## src/rtl/core/ntpte_pkg.sv

```systemverilog
// ============================================================================
// ntpte_pkg: shared types and constants of the NTP response timestamp extractor
// Packet layout positions, size limits, backoff cap and fixed-point constants.
// ============================================================================
package ntpte_pkg;

	// Packet byte positions (byte counter value while the byte is accepted)
	localparam logic [6:0] POS_LEAP       = 7'd0;
	localparam logic [6:0] POS_STRATUM    = 7'd1;
	localparam logic [6:0] POS_SEC_FIRST  = 7'd40;
	localparam logic [6:0] POS_SEC_LAST   = 7'd43;
	localparam logic [6:0] POS_FRAC_FIRST = 7'd44;
	localparam logic [6:0] POS_FRAC_LAST  = 7'd47;
	localparam logic [6:0] COUNT_MAX      = 7'd127;

	// Accepted packet length range, final byte included
	localparam logic [7:0] MIN_PACKET_BYTES = 8'd48;
	localparam logic [7:0] MAX_PACKET_BYTES = 8'd68;

	localparam logic [31:0] POLL_RESET      = 32'd60000;
	localparam logic [31:0] BACKOFF_CAP     = 32'd300000;
	localparam logic [31:0] SEVENTY_YEARS_S = 32'd2208988800;
	localparam logic [7:0]  STRATUM_MAX     = 8'd15;
	localparam logic [1:0]  LEAP_ALARM      = 2'b11;

	// Fraction units per millisecond: 1000 * FRAC_PER_MS = 2^32 - 296
	localparam logic [22:0] FRAC_PER_MS = 23'd4294967;
	localparam logic [9:0]  MS_PER_S    = 10'd1000;

	// ceil(2^71 / 15625): x * 2^26 / 15625 == (x * ADD_RECIP) >> 45 for x < 2^31
	localparam logic [57:0] ADD_RECIP = 58'd151115727451828647;
	localparam logic [25:0] RECIP_HI  = ADD_RECIP[57:32];
	localparam logic [31:0] RECIP_LO  = ADD_RECIP[31:0];

	typedef enum logic [1:0] {
		ST_OK       = 2'd0,
		ST_BAD_SIZE = 2'd1,
		ST_KISS     = 2'd2,
		ST_ZERO_TS  = 2'd3
	} status_t;

	// Timestamp record carried between pipeline stages
	typedef struct packed {
		status_t     status;
		logic        time_valid;
		logic [31:0] seconds;
		logic [31:0] fraction;
		logic [31:0] interval;
		logic [31:0] round_trip;
	} tstamp_t;

	// Final result word
	typedef struct packed {
		status_t     status;
		logic [31:0] ntp_seconds;
		logic [31:0] utc_seconds;
		logic [31:0] fraction;
		logic [9:0]  milliseconds;
		logic        time_valid;
		logic [31:0] interval_ms;
		logic [31:0] round_trip_us;
	} result_t;

endpackage

```

## src/rtl/core/ntpte_capture.sv

```systemverilog
// ============================================================================
// ntpte_capture: packet byte parser and first pipeline stage
// Keeps leap, stratum and transmit timestamp, checks size, kiss-of-death and zero timestamp.
// ============================================================================
module ntpte_capture (
	input  logic                clk,
	input  logic                arst_n,
	input  logic                in_valid,
	output logic                in_ready,
	input  logic [7:0]          data_byte,
	input  logic                last_byte,
	input  logic [31:0]         send_time_us,
	input  logic [31:0]         receive_time_us,
	input  logic                cfg_wen,
	input  logic [31:0]         cfg_wdata,
	output logic                meas_valid,
	input  logic                meas_ready,
	output ntpte_pkg::tstamp_t  meas
);

	logic [6:0]  cnt_q;
	logic [1:0]  leap_q, leap_d;
	logic [7:0]  stratum_q, stratum_d;
	logic [31:0] sec_q, sec_d;
	logic [31:0] frac_q, frac_d;
	logic [31:0] interval_q, interval_d;
	logic [32:0] doubled;
	logic [7:0]  length;
	logic        accept;
	logic        valid_d;
	ntpte_pkg::status_t status_d;

	assign accept   = in_valid && in_ready;
	assign in_ready = !meas_valid || meas_ready;

	always_comb begin
		leap_d    = leap_q;
		stratum_d = stratum_q;
		sec_d     = sec_q;
		frac_d    = frac_q;
		if (cnt_q == ntpte_pkg::POS_LEAP) begin
			leap_d = data_byte[7:6];
		end else if (cnt_q == ntpte_pkg::POS_STRATUM) begin
			stratum_d = data_byte;
		end else if (cnt_q >= ntpte_pkg::POS_SEC_FIRST && cnt_q <= ntpte_pkg::POS_SEC_LAST) begin
			sec_d = {sec_q[23:0], data_byte};
		end else if (cnt_q >= ntpte_pkg::POS_FRAC_FIRST
				&& cnt_q <= ntpte_pkg::POS_FRAC_LAST) begin
			frac_d = {frac_q[23:0], data_byte};
		end

		length     = {1'b0, cnt_q} + 8'd1;
		doubled    = {interval_q, 1'b0};
		interval_d = interval_q;
		status_d   = ntpte_pkg::ST_OK;
		if (length < ntpte_pkg::MIN_PACKET_BYTES || length > ntpte_pkg::MAX_PACKET_BYTES) begin
			status_d = ntpte_pkg::ST_BAD_SIZE;
		end else if (stratum_d == 8'd0) begin
			status_d = ntpte_pkg::ST_KISS;
			if (interval_q < ntpte_pkg::BACKOFF_CAP) begin
				interval_d = (doubled > {1'b0, ntpte_pkg::BACKOFF_CAP}) ?
					ntpte_pkg::BACKOFF_CAP : doubled[31:0];
			end
		end else if (sec_d == 32'd0) begin
			status_d = ntpte_pkg::ST_ZERO_TS;
		end

		valid_d = (status_d == ntpte_pkg::ST_OK) && (leap_d != ntpte_pkg::LEAP_ALARM)
			&& (stratum_d != 8'd0) && (stratum_d <= ntpte_pkg::STRATUM_MAX);
	end

	always_ff @(posedge clk or negedge arst_n) begin
		if (!arst_n) begin
			cnt_q      <= '0;
			leap_q     <= '0;
			stratum_q  <= '0;
			sec_q      <= '0;
			frac_q     <= '0;
			interval_q <= ntpte_pkg::POLL_RESET;
			meas_valid <= 1'b0;
		end else begin
			if (accept) begin
				leap_q    <= leap_d;
				stratum_q <= stratum_d;
				sec_q     <= sec_d;
				frac_q    <= frac_d;
				if (last_byte) begin
					cnt_q <= '0;
				end else if (cnt_q != ntpte_pkg::COUNT_MAX) begin
					cnt_q <= cnt_q + 7'd1;
				end
			end
			if (cfg_wen) begin
				interval_q <= cfg_wdata;
			end else if (accept && last_byte) begin
				interval_q <= interval_d;
			end
			if (in_ready) begin
				meas_valid <= accept && last_byte;
			end
		end
	end

	always_ff @(posedge clk) begin
		if (accept && last_byte) begin
			meas.status     <= status_d;
			meas.time_valid <= valid_d;
			meas.seconds    <= sec_d;
			meas.fraction   <= frac_d;
			meas.interval   <= interval_d;
			meas.round_trip <= receive_time_us - send_time_us;
		end
	end

	a_count_clear: assert property (@(posedge clk) disable iff (!arst_n)
		(accept && last_byte) |=> (cnt_q == 7'd0))
		else $error("byte count not cleared after final byte");

	a_backoff: assert property (@(posedge clk) disable iff (!arst_n)
		(accept && last_byte && !cfg_wen && status_d == ntpte_pkg::ST_KISS
			&& interval_q < ntpte_pkg::BACKOFF_CAP)
		|=> (interval_q <= ntpte_pkg::BACKOFF_CAP && interval_q >= $past(interval_q)))
		else $error("kiss-of-death backoff out of range");

endmodule

```

## src/rtl/core/ntpte_delay.sv

```systemverilog
// ============================================================================
// ntpte_delay: half round trip to 32.32 fraction and timestamp compensation
// Three stages: partial products, reciprocal sum, add with carry to seconds.
// ============================================================================
module ntpte_delay (
	input  logic                clk,
	input  logic                arst_n,
	input  logic                meas_valid,
	output logic                meas_ready,
	input  ntpte_pkg::tstamp_t  meas,
	output logic                comp_valid,
	input  logic                comp_ready,
	output ntpte_pkg::tstamp_t  comp
);

	logic               v_s2, v_s3;
	logic               rdy_s2, rdy_s3, rdy_s4;
	logic [30:0]        half;
	logic [56:0]        p_hi_s2;
	logic [62:0]        p_lo_s2;
	ntpte_pkg::tstamp_t meta_s2, meta_s3;
	logic [56:0]        recip_sum;
	logic [43:0]        add_s3;
	logic [44:0]        frac_sum;

	assign rdy_s4     = !comp_valid || comp_ready;
	assign rdy_s3     = !v_s3 || rdy_s4;
	assign rdy_s2     = !v_s2 || rdy_s3;
	assign meas_ready = rdy_s2;

	assign half      = meas.round_trip[31:1];
	// Drop the low 32 bits of the low product, then the remaining 13 of the 45-bit shift
	assign recip_sum = p_hi_s2 + {26'd0, p_lo_s2[62:32]};
	assign frac_sum  = {13'd0, meta_s3.fraction} + {1'b0, add_s3};

	always_ff @(posedge clk or negedge arst_n) begin
		if (!arst_n) begin
			v_s2       <= 1'b0;
			v_s3       <= 1'b0;
			comp_valid <= 1'b0;
		end else begin
			if (rdy_s2) begin
				v_s2 <= meas_valid;
			end
			if (rdy_s3) begin
				v_s3 <= v_s2;
			end
			if (rdy_s4) begin
				comp_valid <= v_s3;
			end
		end
	end

	always_ff @(posedge clk) begin
		if (rdy_s2 && meas_valid) begin
			p_hi_s2 <= {26'd0, half} * {31'd0, ntpte_pkg::RECIP_HI};
			p_lo_s2 <= {32'd0, half} * {31'd0, ntpte_pkg::RECIP_LO};
			meta_s2 <= meas;
		end
		if (rdy_s3 && v_s2) begin
			add_s3  <= recip_sum[56:13];
			meta_s3 <= meta_s2;
		end
		if (rdy_s4 && v_s3) begin
			comp.status     <= meta_s3.status;
			comp.time_valid <= meta_s3.time_valid;
			comp.interval   <= meta_s3.interval;
			comp.round_trip <= meta_s3.round_trip;
			comp.fraction   <= frac_sum[31:0];
			comp.seconds    <= meta_s3.seconds + {19'd0, frac_sum[44:32]};
		end
	end

endmodule

```

## src/rtl/core/ntpte_ms.sv

```systemverilog
// ============================================================================
// ntpte_ms: millisecond conversion, UTC offset and result register
// Estimate by fraction * 1000 >> 32, then correct by one with a compare.
// ============================================================================
module ntpte_ms (
	input  logic                clk,
	input  logic                arst_n,
	input  logic                comp_valid,
	output logic                comp_ready,
	input  ntpte_pkg::tstamp_t  comp,
	output logic                res_valid,
	input  logic                res_ready,
	output ntpte_pkg::result_t  res
);

	logic               v_s5, v_s6;
	logic               rdy_s5, rdy_s6, rdy_s7;
	logic [41:0]        est_prod;
	logic [9:0]         q_s5, q_s6;
	logic [31:0]        utc_s5, utc_s6;
	logic [31:0]        qd_s6;
	ntpte_pkg::tstamp_t meta_s5, meta_s6;
	logic [31:0]        rem;
	logic [9:0]         ms;
	logic               is_ok;

	assign rdy_s7     = !res_valid || res_ready;
	assign rdy_s6     = !v_s6 || rdy_s7;
	assign rdy_s5     = !v_s5 || rdy_s6;
	assign comp_ready = rdy_s5;

	// The estimate is never above the true quotient and at most one below it
	assign est_prod = {10'd0, comp.fraction} * {32'd0, ntpte_pkg::MS_PER_S};
	assign rem      = meta_s6.fraction - qd_s6;
	assign ms       = q_s6 + {9'd0, (rem >= {9'd0, ntpte_pkg::FRAC_PER_MS})};
	assign is_ok    = (meta_s6.status == ntpte_pkg::ST_OK);

	always_ff @(posedge clk or negedge arst_n) begin
		if (!arst_n) begin
			v_s5      <= 1'b0;
			v_s6      <= 1'b0;
			res_valid <= 1'b0;
		end else begin
			if (rdy_s5) begin
				v_s5 <= comp_valid;
			end
			if (rdy_s6) begin
				v_s6 <= v_s5;
			end
			if (rdy_s7) begin
				res_valid <= v_s6;
			end
		end
	end

	always_ff @(posedge clk) begin
		if (rdy_s5 && comp_valid) begin
			q_s5    <= est_prod[41:32];
			utc_s5  <= comp.seconds - ntpte_pkg::SEVENTY_YEARS_S;
			meta_s5 <= comp;
		end
		if (rdy_s6 && v_s5) begin
			qd_s6   <= {22'd0, q_s5} * {9'd0, ntpte_pkg::FRAC_PER_MS};
			q_s6    <= q_s5;
			utc_s6  <= utc_s5;
			meta_s6 <= meta_s5;
		end
		if (rdy_s7 && v_s6) begin
			res.status        <= meta_s6.status;
			res.interval_ms   <= meta_s6.interval;
			res.ntp_seconds   <= is_ok ? meta_s6.seconds : 32'd0;
			res.utc_seconds   <= is_ok ? utc_s6 : 32'd0;
			res.fraction      <= is_ok ? meta_s6.fraction : 32'd0;
			res.milliseconds  <= is_ok ? ms : 10'd0;
			res.time_valid    <= is_ok && meta_s6.time_valid;
			res.round_trip_us <= is_ok ? meta_s6.round_trip : 32'd0;
		end
	end

	a_fail_zero: assert property (@(posedge clk) disable iff (!arst_n)
		(res_valid && res.status != ntpte_pkg::ST_OK)
		|-> (res.ntp_seconds == 32'd0 && res.fraction == 32'd0
			&& res.round_trip_us == 32'd0 && !res.time_valid))
		else $error("failed result carries timestamp data");

	a_ms_range: assert property (@(posedge clk) disable iff (!arst_n)
		res_valid |-> (res.milliseconds <= ntpte_pkg::MS_PER_S))
		else $error("milliseconds out of range");

	a_ms_consistent: assert property (@(posedge clk) disable iff (!arst_n)
		(res_valid && res.status == ntpte_pkg::ST_OK && res.fraction < {22'd0, ntpte_pkg::MS_PER_S})
		|-> (res.milliseconds == 10'd0))
		else $error("milliseconds inconsistent with fraction");

endmodule

```

## src/rtl/core/ntp_response_timestamp_extract_unit.sv

```systemverilog
// ============================================================================
// ntp_response_timestamp_extract_unit: SNTP response timestamp extractor
// Parses a received NTP response byte stream and reports compensated time.
// ============================================================================
// The block takes one response byte per cycle on the slave stream while
// results are being taken, and then keeps up with a continuous byte stream:
// every cycle can carry a word, including the final byte of one packet
// followed at once by the first byte of the next. Only the final byte
// (tlast) produces a result word on the master stream; the word is
// registered through the capture stage, the delay-compensation path (two
// partial-product multipliers, a reciprocal sum, the 45-bit fraction add
// with carry into the seconds) and the millisecond conversion (an estimate
// multiply, a back-multiply and a correction compare). Each stage holds its
// word only while the next one is full, so input bytes keep flowing while a
// result waits to be taken until the pipeline has filled. The poll interval
// register is written through cfg_wen/cfg_wdata; a write reloads the running
// interval. Write it only while no packet is in flight. A kiss-of-death
// (stratum 0) doubles the running interval up to 300000 ms; bad size, kiss-of-death
// and zero timestamp results carry only status and interval, all other fields zero.
module ntp_response_timestamp_extract_unit (
	input  logic         clk,
	input  logic         arst_n,
	// Response bytes
	input  logic         s_tvalid,
	output logic         s_tready,
	input  logic [71:0]  s_tdata,   // data_byte[7:0], send_time_us[39:8], receive_time_us[71:40]
	input  logic         s_tlast,   // last_byte
	// Results
	output logic         m_tvalid,
	input  logic         m_tready,
	output logic [175:0] m_tdata,   // ntp_seconds[31:0], utc_seconds[63:32], fraction[95:64],
	                                // milliseconds[105:96], time_valid[106], interval_ms[138:107],
	                                // round_trip_us[170:139], zero fill[175:171]
	output logic [1:0]   m_tuser,   // status[1:0]
	// Poll interval register
	input  logic         cfg_wen,
	input  logic [31:0]  cfg_wdata
);

	logic               meas_valid, meas_ready;
	logic               comp_valid, comp_ready;
	ntpte_pkg::tstamp_t meas, comp;
	ntpte_pkg::result_t res;

	// Parse bytes, hold captured fields, check size and stratum
	ntpte_capture u_capture (
		.clk             (clk),
		.arst_n          (arst_n),
		.in_valid        (s_tvalid),
		.in_ready        (s_tready),
		.data_byte       (s_tdata[7:0]),
		.last_byte       (s_tlast),
		.send_time_us    (s_tdata[39:8]),
		.receive_time_us (s_tdata[71:40]),
		.cfg_wen         (cfg_wen),
		.cfg_wdata       (cfg_wdata),
		.meas_valid      (meas_valid),
		.meas_ready      (meas_ready),
		.meas            (meas)
	);

	// Advance the timestamp by half the round trip
	ntpte_delay u_delay (
		.clk        (clk),
		.arst_n     (arst_n),
		.meas_valid (meas_valid),
		.meas_ready (meas_ready),
		.meas       (meas),
		.comp_valid (comp_valid),
		.comp_ready (comp_ready),
		.comp       (comp)
	);

	// Derive milliseconds and UTC, drop data of failed packets, hold the result
	ntpte_ms u_ms (
		.clk        (clk),
		.arst_n     (arst_n),
		.comp_valid (comp_valid),
		.comp_ready (comp_ready),
		.comp       (comp),
		.res_valid  (m_tvalid),
		.res_ready  (m_tready),
		.res        (res)
	);

	assign m_tuser = res.status;
	assign m_tdata = {5'd0, res.round_trip_us, res.interval_ms, res.time_valid,
		res.milliseconds, res.fraction, res.utc_seconds, res.ntp_seconds};

endmodule

```

## config.mk

```make
export PLATFORM = sky130hd
export DESIGN_NAME = ntp_response_timestamp_extract_unit
export DESIGN_NICKNAME = d
export VERILOG_FILES = /design/src/rtl/core/ntpte_pkg.sv /design/src/rtl/core/ntpte_capture.sv /design/src/rtl/core/ntpte_delay.sv /design/src/rtl/core/ntpte_ms.sv /design/src/rtl/core/ntp_response_timestamp_extract_unit.sv
export SDC_FILE = /design/constraint.sdc
export NUM_CORES = 2
export LEC_CHECK = 0
export BUFFER_PORTS_ARGS = -buffer_cell sky130_fd_sc_hd__buf_4
export CAP_MARGIN = 20
export CORE_UTILIZATION = 64
export DETAILED_ROUTE_END_ITERATION = 6
export GPL_TIMING_DRIVEN = 0
export PLACE_DENSITY = 0.82
export SYNTH_ARGS = -nofsm -noshare
export SYNTH_HDL_FRONTEND = slang
export SYNTH_SLANG_ARGS = --single-unit
export TNS_END_PERCENT = 5
```

## constraint.sdc

```tcl
create_clock -name clk -period 11.6 [get_ports clk]
set_input_delay 0 -clock clk [delete_from_list [all_inputs] [get_ports clk]]
set_output_delay 0 -clock clk [all_outputs]
set_load 0.01 [all_outputs]
```

==> summary.md <==
| Metric | Value |
|---|---|
| Number of setup buffers added after CTS | 0 |
| Share of flip-flops with an asynchronous set or reset | 9.26% |
| Data arrival time at the worst-slack endpoint | 10120 ps |
| Count of standard-cell rows | roughly 130 |
| Top Ports | 290 |
| EDFF count, synth | 1176 |
| Gp weighted congestion | 1.02 |
| Share of the yosys chip area belonging to registers | 44.2% |
| Fillers | 8255 |
| Clk sinks | 1296 |
| Yosys synthesis warning count | 0 |
| Category of the worst setup path capture point | flip-flop |
| Post-synthesis cell count | 6714 |
| Maximum cell stage delay along the critical path | 1140 ps |
| Worst hold stages | 3 |
| Gr usage total | 35.6% |
| Global-route wire length before repair | 356 mm |
| Number of design-rule violations left by the first detailed-router iteration | just under 5000 |
| Fraction of layout cells with a size suffix above 1 | around 9.2% |
| Max-cap check violation count | 0 |
| Synth-to-Final Area Change | 13.8% |
| Total negative setup slack | 0 ps |
| Synth Flop Type | edfxtp_1 |
| Family with the most delay on the worst path | adder cells |
| Library cell with the highest instance count after synthesis | inv_1 |
| Average cell area after synthesis | 12.9 um2 |
| Time the final worst path needs with I/O delays and setup | approximately 9500 ps |
| Starting density of the core | 64.7% |
| Number of antenna violations at the first check in global routing | 8 |
| Remaining routing DRC violations | 0 |
| Endpoint of the lowest-slack register-to-register path | u_delay.p_lo_s2[54] |
| Via total after detailed routing | 55000 |
| Worst slew margin | between 20 and 25% |
| Number of detailed-route iterations in the first pass | 6 |
| Total number of H-tree levels | 4 |
| #FFs+latches synth | 1296 |
| Hold slack | approximately 22 ps |
| Via density | 5.94 |
| Netlist Area Pre-Place | slightly below 0.09 mm2 |
| Buffer and inverter count on the worst path | 5 |
| Remaining global-route overflow | 0 |
| Depth of the most critical reg-to-reg path | 27 |
| Detail Placement HPWL | 174 mm |
| Critical Path Start Type | flip-flop |
| X dimension of the die | around 370 um |
| Run status | complete, no violations |
| Max-slew violation total from the final report | 0 |
| Highest-delay cell along the critical path | edfxtp_1 |
| Vertical die dimension | about 370 um |
| HP Start | cfg_wdata[22] |
| Clock tree skew after final layout | 65.2 ps |
| Clk_lat worst skew | between 700 and 800 ps |
| Worst Setup Path Type | reg -> reg |
| Total wirelength of the detailed-routed design | between 200 and 250 mm |
| Number of nets in the layout | 9239 |
| Crit path top cell by count | fa_1 |
| CTS Buffer Depth | 3 |
| Post-DR wirelength/cell | 25.6 um |
| Critical Path RT | 12170 ps |
| Worst reg-to-reg setup slack | 2050 ps |
| Portion of the clock cycle consumed by the worst path in the final layout | slightly above 80% |
| Fmax | 0.105 GHz |
| Critical-path maximum fanout | 16 |
| Slew at the pin closest to its max-slew limit | 1200 ps |
| Count of different cell masters after synthesis | 97 |
| Area of the die | 0.137 mm2 |
| Hold path endpoint | u_capture.interval_q[22] |
| Largest area contributor in the netlist | edfxtp_1 |
| Kind of path behind the tightest hold check | in -> reg |
| Count of final setup violators | 0 |
| Launching point of the worst reg2reg path | u_capture.meas[3] |
| Maximum number of pins on one net before global-route repair | between 80 and 90 |
| Commonest cells in the netlist | inv_1 (1221), edfxtp_1 (1176), fa_1 (880), ha_1 (862), nand2_1 (372) |
| Number of global-route vias before repair | 58700 |
| Count of endpoints failing hold in the final timing report | 0 |
| Port buffer count | 283 |
| Area of the core | 0.134 mm2 |
| Proportion of netlist area held by the largest area contributor | 40.7% |
| Clock tree from TritonCTS | built |
| Main area contributors after synthesis | edfxtp_1 (41%), fa_1 (20%), ha_1 (12%), inv_1 (5.3%), dfrtp_1 (3.3%) |
| Clock buffer count from CTS | 133 |
| Antenna viol nets, final | 0 |
| Setup repair after global routing missed its margin | false |
| Clock tree root driver cell | clkbuf_16 |
| Clock slew seen by the registers of the worst setup and hold paths | 60 ps |
-- layer usage --
metal  global-route usage [%]  vias to the layer above  share of wire [%]  wire length [um]
li1                         -                    24000                  -                 -
met1                     43.7                    27500                 38             88900
met2                     60.2                     2700                 49            117000
met3                     6.05                      784                6.9             16400
met4                     19.3                        8                6.3             15000
met5                        0                        -              0.020                48
-- worst reg2reg max path, stage by stage, from the launching register on --
cell      delay (ps)
edfxtp_1        1140
ha_1             340
clkbuf_1         370
xor2_1           740
ha_1             270
nand2b_1         250
fa_1             250
inv_1             60
fa_1             480
inv_1             60
fa_1             460
fa_1             450
fa_1             450
inv_1            120
fa_1             430
inv_1             70
ha_1             190
a21oi_1           80
o21ai_0          620
o211ai_1         230
a21boi_0         290
o21ai_0          130
nand3_1          370
a21boi_0         300
a2111o_1         470
o21ai_0          320
a21oi_1          150
xnor2_1          270
-- worst max-delay path by stage --
stage                     cells after the start         startpoint                   to  slack, ps
after CTS                                    27  u_capture.meas[4]  u_delay.p_lo_s2[59]       2270
after global placement                        1          u_ms.v_s6     u_ms.meta_s5[22]      -3410
after floorplan                               1          u_ms.v_s6      u_ms.meta_s5[0]       1440
after detailed placement                     27  u_capture.meas[3]  u_delay.p_lo_s2[59]       2300
after global routing                         25  u_capture.meas[5]  u_delay.p_lo_s2[54]       1880
final                                        27  u_capture.meas[3]  u_delay.p_lo_s2[54]       2050
-- per-stage QoR --
stage                     util (%)  instances  setup slack [ps]  instance area [um2]
final                         73.7       9264              2050                98700
after global routing          73.7       9262              1880                98700
after CTS                     73.6       9260              2270                98600
after detailed placement      68.8       8812              2300                92100
after global placement        68.0       8769             -3410                91000
after floorplan                  -       6718              1440                86700
-- placed cells by master, fill, tap and decap left out, types with 52 or more instances in the layout --
master / n
mux2_2: 91
nand2_1: 372
dfrtp_1: 113
clkbuf_16: 135
and2_1: 144
clkbuf_1: 123
nor2_1: 175
xor2_1: 133
o21ai_0: 149
a21o_1: 123
ha_1: 862
buf_4: 298
nand3_1: 78
inv_1: 1221
fa_1: 880
a21oi_1: 241
edfxtp_1: 1176
dlygate4sd3_1: 205
nand2b_1: 52
xnor2_1: 196
-- cell families (layout without fill, tap and decap cells) --
family	Yosys count	count (layout)	synth area share [%]
compound gates	795	795	5.97
xor+xnor	329	329	3.32
flops	1296	1296	44.2
simple gates	1086	1086	6.23
buf+inv	1333	2109	5.85
fa+ha+maj	1742	1742	32.8
mux	132	132	1.66
other cells	1	7	0.00433
-- registers in the layout (all words and copies together) (netlist names), 2 cells and up --
signal / flops
u_capture.sec_q: 32
u_capture.frac_q: 32
u_ms.qd_s6: 32
u_capture.interval_q: 32
u_ms.meta_s6: 131
u_ms.q_s6: 9
u_capture.leap_q: 2
u_ms.utc_s6: 25
u_capture.cnt_q: 7
u_delay.meta_s2: 131
u_capture.meas: 131
u_ms.res: 166
u_delay.meta_s3: 131
u_delay.p_hi_s2: 53
u_ms.q_s5: 10
u_delay.add_s3: 44
u_ms.meta_s5: 131
u_ms.utc_s5: 25
u_delay.comp: 131
u_delay.p_lo_s2: 26
u_capture.stratum_q: 8
-- layout make-up --
| cell class | count | area, um2 | area share (%) |
|---|---|---|---|
| timing repair buffer | 534 | 5290 | 5.36 |
| clock buffer | 183 | 3660 | 3.71 |
| inverter | 1221 | 4580 | 4.64 |
| buffer | 112 | 490 | 0.497 |
| sequential | 1296 | 38300 | 38.8 |
| tap | 1768 | 2210 | 2.24 |
| multi-input combinational | 4089 | 43400 | 43.9 |
| antenna | 2 | 5.00 | 0.00507 |
| clock inverter | 59 | 766 | 0.776 |
-- what timing repair did --
action / in CTS / in global routing
hold buffers: 206 / 0
endpoints found under the hold margin: 240 / 0
setup endpoints to repair: 0 / 0
gates resized for setup: 0 / 0
Power is not shown: default switching activity piles up to over one toggle a cycle in this logic, so the estimate is an artifact.
